==> config.mk <==
export PLATFORM = sky130hd
export DESIGN_NAME = aism_ctrl
export DESIGN_NICKNAME = d
export VERILOG_FILES = /design/src/rtl/core/aism_pkg.sv /design/src/rtl/core/aism_ctrl.sv
export SDC_FILE = /design/constraint.sdc
export NUM_CORES = 1
export LEC_CHECK = 0
export BUFFER_PORTS_ARGS = -buffer_cell sky130_fd_sc_hd__buf_2
export CAP_MARGIN = 20
export CORE_MARGIN = 2
export CORE_UTILIZATION = 54
export CTS_BUF_LIST = sky130_fd_sc_hd__clkbuf_2 sky130_fd_sc_hd__clkbuf_4 sky130_fd_sc_hd__clkbuf_8
export DETAILED_ROUTE_END_ITERATION = 7
export GPL_ROUTABILITY_DRIVEN = 1
export HOLD_SLACK_MARGIN = 0.03
export PLACE_DENSITY = 0.81
export SLEW_MARGIN = 25
export SYNTH_ARGS = -nofsm -noshare
export SYNTH_HDL_FRONTEND = slang
export SYNTH_SLANG_ARGS = --single-unit
export TNS_END_PERCENT = 1
==> constraint.sdc <==
create_clock -name aclk -period 2.15 [get_ports aclk]
set_input_delay 0.215 -clock aclk [delete_from_list [all_inputs] [get_ports aclk]]
set_output_delay 0.215 -clock aclk [all_outputs]
set_load 0.005 [all_outputs]
==> src/rtl/core/aism_pkg.sv <==
// Shared types and constants of the independent-set annealing move core.
// Used by the controller, the datapath and the top level.
`timescale 1ns / 1ps
`default_nettype none

package aism_pkg;

    localparam int NUM_VERTICES = 64;
    localparam int VERTEX_BITS  = 6;
    localparam int WEIGHT_BITS  = 16;
    localparam int COST_BITS    = 22;
    localparam int COUNT_BITS   = 7;
    localparam int TEMP_BITS    = 16;
    localparam int SER_TERMS    = 16;   // series terms after the constant one
    localparam int XQ_BITS      = 36;   // quotient bits of d * 2^32 / T
    localparam int DIV_STEPS    = 4;    // bytes per 32-bit term divided by k

    localparam logic [2:0] ACT_LOAD  = 3'd0;
    localparam logic [2:0] ACT_EDGE  = 3'd1;
    localparam logic [2:0] ACT_MOVE  = 3'd2;
    localparam logic [2:0] ACT_FLIP  = 3'd3;
    localparam logic [2:0] ACT_CLEAR = 3'd4;

    typedef enum logic [2:0] {
        K_NONE,
        K_LOAD,
        K_EDGE,
        K_MOVE,
        K_CLEAR
    } kind_t;

    typedef enum logic [1:0] {
        MUL_SER,
        MUL_SQ,
        MUL_POW
    } mul_sel_t;

    typedef struct packed {
        logic     take;
        logic     load_wr;
        logic     edge_u;
        logic     edge_v;
        logic     capture;
        logic     clear;
        logic     walk;
        logic     div_init;
        logic     div_step;
        logic     ser_init;
        logic     half_init;
        logic     mul;
        mul_sel_t mul_sel;
        logic     ser_fix;
        logic     sdiv;
        logic     ser_acc;
        logic     ser_end;
        logic     e1_fix;
        logic     pow_fix;
        logic     apply;
        logic     finish;
    } cmd_t;

    typedef struct packed {
        kind_t kind;
        logic  sel_u;
        logic  walk_last;
        logic  win_now;
        logic  exp_zero;
        logic  div_last;
        logic  sdiv_last;
        logic  ser_last;
        logic  ser_mode;
        logic  n_zero;
        logic  n_one;
        logic  exp_win;
        logic  out_free;
    } sts_t;

endpackage

`default_nettype wire

==> src/rtl/core/aism_ctrl.sv <==
// Controller state machine: sequences reads, walk, divider, series and result.
// Uses aism_pkg; drives the datapath commands.
`timescale 1ns / 1ps
`default_nettype none

module aism_ctrl (
    input  wire logic           aclk,
    input  wire logic           aresetn,
    input  wire logic           s_tvalid,
    output logic                s_tready,
    input  wire aism_pkg::sts_t sts,
    output aism_pkg::cmd_t      cmd
);
    import aism_pkg::*;

    typedef enum logic [22:0] {
        S_IDLE    = 23'd1 << 0,
        S_RD      = 23'd1 << 1,
        S_LOAD_WR = 23'd1 << 2,
        S_EDGE_U  = 23'd1 << 3,
        S_EDGE_V  = 23'd1 << 4,
        S_CAPT    = 23'd1 << 5,
        S_WALK    = 23'd1 << 6,
        S_DECIDE  = 23'd1 << 7,
        S_DIV     = 23'd1 << 8,
        S_SINIT   = 23'd1 << 9,
        S_SMUL    = 23'd1 << 10,
        S_SFIX    = 23'd1 << 11,
        S_SDIV    = 23'd1 << 12,
        S_SACC    = 23'd1 << 13,
        S_SEND    = 23'd1 << 14,
        S_HINIT   = 23'd1 << 15,
        S_EMUL    = 23'd1 << 16,
        S_EFIX    = 23'd1 << 17,
        S_PMUL    = 23'd1 << 18,
        S_PFIX    = 23'd1 << 19,
        S_CMP     = 23'd1 << 20,
        S_APPLY   = 23'd1 << 21,
        S_DONE    = 23'd1 << 22
    } state_t;

    state_t state_reg, state_next;

    // no word is taken while reset is held
    assign s_tready = aresetn && state_reg == S_IDLE;

    always_comb begin
        state_next  = state_reg;
        cmd         = '0;
        cmd.mul_sel = MUL_SER;
        case (state_reg)
            S_IDLE: begin
                if (s_tvalid) begin
                    cmd.take   = 1'b1;
                    state_next = S_RD;
                end
            end
            S_RD: begin
                case (sts.kind)
                    K_LOAD:  state_next = S_LOAD_WR;
                    K_EDGE:  state_next = S_EDGE_U;
                    K_MOVE:  state_next = S_CAPT;
                    K_CLEAR: begin
                        cmd.clear  = 1'b1;
                        state_next = S_DONE;
                    end
                    default: state_next = S_DONE;
                endcase
            end
            S_LOAD_WR: begin
                cmd.load_wr = 1'b1;
                state_next  = S_DONE;
            end
            S_EDGE_U: begin
                cmd.edge_u = 1'b1;
                state_next = S_EDGE_V;
            end
            S_EDGE_V: begin
                cmd.edge_v = 1'b1;
                state_next = S_DONE;
            end
            S_CAPT: begin
                cmd.capture = 1'b1;
                state_next  = sts.sel_u ? S_DECIDE : S_WALK;
            end
            S_WALK: begin
                cmd.walk = 1'b1;
                if (sts.walk_last) begin
                    state_next = S_DECIDE;
                end
            end
            S_DECIDE: begin
                if (sts.win_now) begin
                    state_next = S_APPLY;
                end else if (sts.exp_zero) begin
                    state_next = S_DONE;
                end else begin
                    cmd.div_init = 1'b1;
                    state_next   = S_DIV;
                end
            end
            S_DIV: begin
                cmd.div_step = 1'b1;
                if (sts.div_last) begin
                    state_next = S_SINIT;
                end
            end
            S_SINIT: begin
                cmd.ser_init = 1'b1;
                state_next   = S_SMUL;
            end
            S_SMUL: begin
                cmd.mul    = 1'b1;
                state_next = S_SFIX;
            end
            S_SFIX: begin
                cmd.ser_fix = 1'b1;
                state_next  = S_SDIV;
            end
            S_SDIV: begin
                cmd.sdiv = 1'b1;
                if (sts.sdiv_last) begin
                    state_next = S_SACC;
                end
            end
            S_SACC: begin
                cmd.ser_acc = 1'b1;
                state_next  = sts.ser_last ? S_SEND : S_SMUL;
            end
            S_SEND: begin
                cmd.ser_end = 1'b1;
                if (sts.ser_mode) begin
                    state_next = S_EMUL;
                end else begin
                    state_next = sts.n_zero ? S_CMP : S_HINIT;
                end
            end
            S_HINIT: begin
                cmd.half_init = 1'b1;
                state_next    = S_SMUL;
            end
            S_EMUL: begin
                cmd.mul     = 1'b1;
                cmd.mul_sel = MUL_SQ;
                state_next  = S_EFIX;
            end
            S_EFIX: begin
                cmd.e1_fix = 1'b1;
                state_next = S_PMUL;
            end
            S_PMUL: begin
                cmd.mul     = 1'b1;
                cmd.mul_sel = MUL_POW;
                state_next  = S_PFIX;
            end
            S_PFIX: begin
                cmd.pow_fix = 1'b1;
                state_next  = sts.n_one ? S_CMP : S_PMUL;
            end
            S_CMP: begin
                state_next = sts.exp_win ? S_APPLY : S_DONE;
            end
            S_APPLY: begin
                cmd.apply  = 1'b1;
                state_next = S_DONE;
            end
            S_DONE: begin
                if (sts.out_free) begin
                    cmd.finish = 1'b1;
                    state_next = S_IDLE;
                end
            end
            default: state_next = S_IDLE;
        endcase
    end

    always_ff @(posedge aclk) begin
        if (!aresetn) begin
            state_reg <= S_IDLE;
        end else begin
            state_reg <= state_next;
        end
    end

endmodule

`default_nettype wire

==> results of run 1 <==
[timing repair]
item                                    CTS  global route
setup buffers                             8             5
gates resized for setup                  27            22
pin swaps                                 7            11
endpoints found under the setup margin   14            23
[layout by cell type (no fill, tap or decap), drive strengths merged, types with 4 or more instances in the layout]
cell type	count
a21oi	4
and2	5
and3	4
buf	80
clkbuf	4
dfxtp	23
inv	7
nand2	11
nand3	9
nand4	8
nand4b	8
nor2	40
nor3	10
nor3b	4
nor4	13
[report_power, final]
part / total, mW / leakage (nW) / switching, mW / internal (mW)
combinational: 0.872 / 0.902 / 0.449 / 0.423
sequential: 0.484 / 0.190 / 0.0298 / 0.454
clock: 0.232 / 0.0184 / 0.147 / 0.0853
[final cells by class]
class / instances / area, um2 / area share [%]
sequential: 23 / 472 / 20.4
timing repair buffer: 80 / 528 / 22.8
inverter: 7 / 26.3 / 1.14
tap: 31 / 38.8 / 1.68
multi-input combinational: 158 / 1220 / 52.7
clock buffer: 4 / 30.0 / 1.30
[path summary, 6_finish.rpt]
| kind | endpoint |
|---|---|
| max | s_tready |
| min | state_reg[15]$_SDFFE_PN0P_ |
| min reg2reg | state_reg[4]$_SDFFE_PN0P_ |
| max reg2reg | state_reg[1]$_SDFFE_PN0P_ |
[stage by stage]
step | instances | setup TNS [ps] | setup slack, ps
5_1_grt | 303 | -3560 | -276
3_3_place_gp | 286 | 0 | 129
6_report | 303 | -2220 | -214
3_5_place_dp | 286 | 0 | 128
4_1_cts | 298 | -549 | -109
2_1_floorplan | 189 | 0 | 229
[Yosys cell counts, drive strengths merged]
library cell / n
a21oi: 4
nand4b: 8
xor2: 1
inv: 7
clkdlybuf4s50: 1
nand4: 8
a32oi: 1
o2111ai: 1
and3: 4
nand3: 9
o31ai: 2
xnor2: 1
or4: 3
a21boi: 1
dfxtp: 23
o211ai: 1
nor4b: 3
nor3b: 4
or3: 2
nor2: 40
o31a: 2
o21ai: 3
o22a: 1
and4: 1
o41ai: 1
nor3: 10
nand2b: 3
nand3b: 1
nor2b: 3
and3b: 3
nor4: 13
o211a: 2
or2b: 1
and2b: 1
and2: 5
nand2: 11
o21a: 2
and4b: 2
[critical path, delay by kind of cell (launching register included)]
family                 cells  cell delay [ps]
AND/OR/NAND/NOR            6             1150
buffers and inverters      2              290
flip-flops                 1              370
[per-layer routing]
layer  up-vias  part of all wire [%]  global-route usage, %
met5         -                     0                      0
met4         0                   2.5                   11.6
met3        23                   9.6                   2.90
met2       147                    48                   53.7
met1       931                    39                   43.3
li1        878                     -                      -
[logic make-up (layout without fill, tap and decap cells)]
group	count (synthesis)	in the layout	synth area share (%)
buffers and inverters	8	91	2.41
AND/OR/NAND/NOR	135	135	55.9
flip-flops	23	23	29.5
AO/OA/AOI/OAI	21	21	11.1
XOR/XNOR	2	2	1.12
==> out/metrics.yaml, run 1 <==
status:
  status: "finished with violations"
  violations: "setup timing"
detailed_routing:
  ant_nets: 0
  wl_per_cell_um: 18.2
  drc_errors: 0
  routed_wl_um: 5510
  viasPerCell: 6.53
  drt_iter0_markers: 158
  dr.pass1.iters: 5
  dr_total_vias: 1979
worst_setup_path:
  startpoint: "state_reg[4]$_SDFFE_PN0P_"
  cp-end-kind: "output pin"
  critPathKind: "flop to output pin"
  critPathRequiredTime_ps: 1930
  path_cells: "nor4_4 > buf_4 > nand2_1 > nor2_2 > nand3_2 > nor2_1 > and2_1 > buf_2"
  crit_fanout: 3
  reg2reg_slack_ps: -10
  r2r_start: "state_reg[2]$_SDFFE_PN0P_"
  cp-start-kind: "flop"
  critPathArrivalTime_ps: 2150
  cp_slowest_stage_delay_ps: 380
  crit_slowest_cell: "nor4_4"
  rr_worst_depth: 8
logic_synthesis:
  synth_top_cell_area_share_pct: 29.5
  syn_area_per_cell_um2: 8.26
  synth_fp_nets: 207
  synthCells: 189
  synth.largest_area_cell: "dfxtp_1"
  seq_area_frac_synth_pct: 29.5
  synth_area_mm2: 0.00156
  ys_types: 48
  synth_area_leaders: "dfxtp_1, nor2_1, nor4_4"
  yosysWarnings: 0
  ys_seq_elements: 23
global_route:
  overflow: 0
  grt_pass1_vias: 1752
  grtUsageTotal_pct: 32.1
  antenna_found_initial: 0
  grt_max_degree: 13
  grt_pass1_wl_um: 8270
floorplanning:
  core_area_mm2: 0.00276
  start_util_pct: 56.6
  die_y_um: 57.8
  row_count: 19
  die-area_mm2: 0.00334
  die_w_um: 57.8
  top_level_ports: 41
sta:
  rsz0062_at_grt: "yes"
  skew_ps: 1.68
  worst_slack_ps: -214
  max_freq_mhz: 423
  hold_viol: 0
  min_period_ps: 2360
  whs_ps: 56.3
  maxSlewHeadroom_pct: 64.1
  tightestPinTransition_ps: 533
  finalMaxSlewViolations: 0
  finalCritPeriodShare_pct: 110
  final-setup-viol-count: 24
layout:
  layout-drive-gt1-share_pct: 48.9
  fill_cells: 164
  syn2layout_area_growth_pct: 48.2
  nNetsFinal: 291
  finish.utilization_pct: 83.8
  final_cell_area_mm2: 0.00231
  largest_reg_flops: 23
  diodes: 0
placed_design:
  dpl_cell_area_mm2: 0.00200
  io_buffers: 40
  gp_congestion: 0.911
  post-dp-hpwl_um: 3550
clock_tree:
  hold_buffers: 0
  htree_levels: 1
  cts_tree: "built"
  clk_latency_ps: 320
  cts_sinks: 23
  cts_root_buffer: "clkbuf_4"
  cts_buffers: 3
  cts_buffer_depth: 2
  path_clk_slew_ps: 140
worst_hold_path:
  holdPathStages: 2
  min_from: "sts[3]"
  min_path_type: "primary input to flop"
pwr:
  leakagePower_nw: 1.11
  power_mw: 1.59
  power_density_mw_per_mm2: 687
  peakVddDrop_v: 0.000694
flow_run:
  drv_cap: 0
(Power assumes the default switching activity.)
==> run 2, diff against run 1 <==
Settings changed: CORE_UTILIZATION 54 to 45, GPL_TIMING_DRIVEN from default to 0, PLACE_DENSITY 0.81 to 0.7.
==> out/metrics.yaml, run 2 (same netlist as run 1, synthesis figures left out) <==
status:
  status: "finished with violations"
  violations: "setup timing"
layout:
  nNetsFinal: 280
  diodes: 0
  largest_reg_flops: 23
  layout-drive-gt1-share_pct: 47.9
  syn2layout_area_growth_pct: 47.2
  finish.utilization_pct: 68.8
  layout.cells.most_common: "buf_2"
  final_cell_mix: "buf_2, nor2_1, buf_4"
  final_cells: 307
floorplanning:
  row_count: 21
  core_area_mm2: 0.00334
  die_y_um: 62.9
  die_w_um: 62.9
  top_level_ports: 41
  die-area_mm2: 0.00395
  start_util_pct: 46.8
flow_run:
  drv_cap: 0
clock_tree:
  cts_tree: "built"
  clk_latency_ps: 340
  cts_root_buffer: "clkbuf_4"
  cts_buffers: 3
  cts_sinks: 23
  cts_buffer_depth: 2
  htree_levels: 1
  path_clk_slew_ps: 160
sta:
  final-setup-viol-count: 24
  tightestPinTransition_ps: 461
  whs_ps: 32.8
  max_freq_mhz: 436
  tns_ps: -1170
  rsz0062_at_grt: "yes"
  skew_ps: 18.6
  worst_slack_ps: -141
  finalMaxSlewViolations: 0
  min_period_ps: 2290
  finalCritPeriodShare_pct: 107
  maxSlewHeadroom_pct: 69.0
  hold_viol: 0
detailed_routing:
  ant_nets: 0
  dr_total_vias: 1806
  drt_iter0_markers: 162
  routed_wl_um: 5130
  wl_per_cell_um: 16.7
  drc_errors: 0
  dr.pass1.iters: 5
  viasPerCell: 5.88
pwr:
  power_density_mw_per_mm2: 642
  leakagePower_nw: 1.03
  peakVddDrop_v: 0.000455
worst_setup_path:
  cp-end-kind: "output pin"
  critPathKind: "flop to output pin"
  cp-start-kind: "flop"
  critPathArrivalTime_ps: 2080
  critPathRequiredTime_ps: 1930
  crit_fanout: 7
placed_design:
  preCtsSetupSlack_ps: -224
  place_inst: 274
  gp_congestion: 0.841
  io_buffers: 39
  post-dp-hpwl_um: 3200
global_route:
  antenna_found_initial: 0
  grt_pass1_vias: 1668
  grt_max_degree: 15
  grt_pass1_wl_um: 7840
  grtUsageTotal_pct: 24.9
  overflow: 0
worst_hold_path:
  min_path_type: "primary input to flop"
run 2: changes by cell type in the layout (fill, tap and decap cells not counted), moves of 3 or more:
| cell | before | now |
|---|---|---|
| buf_4 | 35 | 26 |
| dfxtp_2 | 9 | 4 |
| dfxtp_4 | 0 | 5 |
| nor2_2 | 3 | 6 |
run 2: final timing paths:
kind	start	end	slack, ps	cells after the start
setup / recovery	state_reg[2]$_SDFFE_PN0P_	cmd[8]	-140	7
hold / removal	sts[3]	state_reg[15]$_SDFFE_PN0P_	30	2
setup reg to reg	state_reg[2]$_SDFFE_PN0P_	state_reg[1]$_SDFFE_PN0P_	-70	8
hold reg to reg	state_reg[16]$_SDFFE_PN0P_	state_reg[17]$_SDFFE_PN0P_	530	2
run 2: critical path, cell delays in order (launching register included):
cell	delay (ps)
dfxtp_4	390
nor4_4	410
buf_4	210
nand4_4	160
nor3b_4	310
nand3_2	120
inv_1	60
buf_2	100
run 2: timing repair:
action,4_1_cts,5_1_grt
hold buffers,1,0
pin swaps,11,15
gates resized for setup,27,30
endpoints found under the setup margin,38,35
endpoints found under the hold margin,1,0
buffers inserted,22,6
run 2: through the flow:
stage               power [mW]  area [um2]
floorplan                0.836        1560
global placement         0.957        1810
detailed placement       0.962        1810
CTS                       1.33        2120
global route              1.54        2300
finish                    1.47        2300
run 2: layout make-up:
class / count / area, um2
multi-input combinational: 158 / 1260
fill: 279 / 1040
clock buffer: 3 / 22.5
timing repair buffer: 68 / 429
clock inverter: 1 / 7.51
tap: 46 / 57.6
inverter: 7 / 26.3
sequential: 23 / 484
buffer: 1 / 11.3
run 2: per-layer routing:
layer / global-route usage (%) / wire [um] / vias to the layer above
li1: - / - / 863
met1: 34.1 / 2210 / 866
met2: 40.7 / 2500 / 66
met3: 2.88 / 313 / 11
met4: 8.06 / 108 / 0
met5: 0 / 0 / -
run 2: power breakdown:
part | switching, mW | total, mW | internal [mW]
combinational | 0.408 | 0.756 | 0.348
sequential | 0.0399 | 0.491 | 0.451
clock | 0.155 | 0.226 | 0.0713
total | 0.603 | 1.47 | 0.871
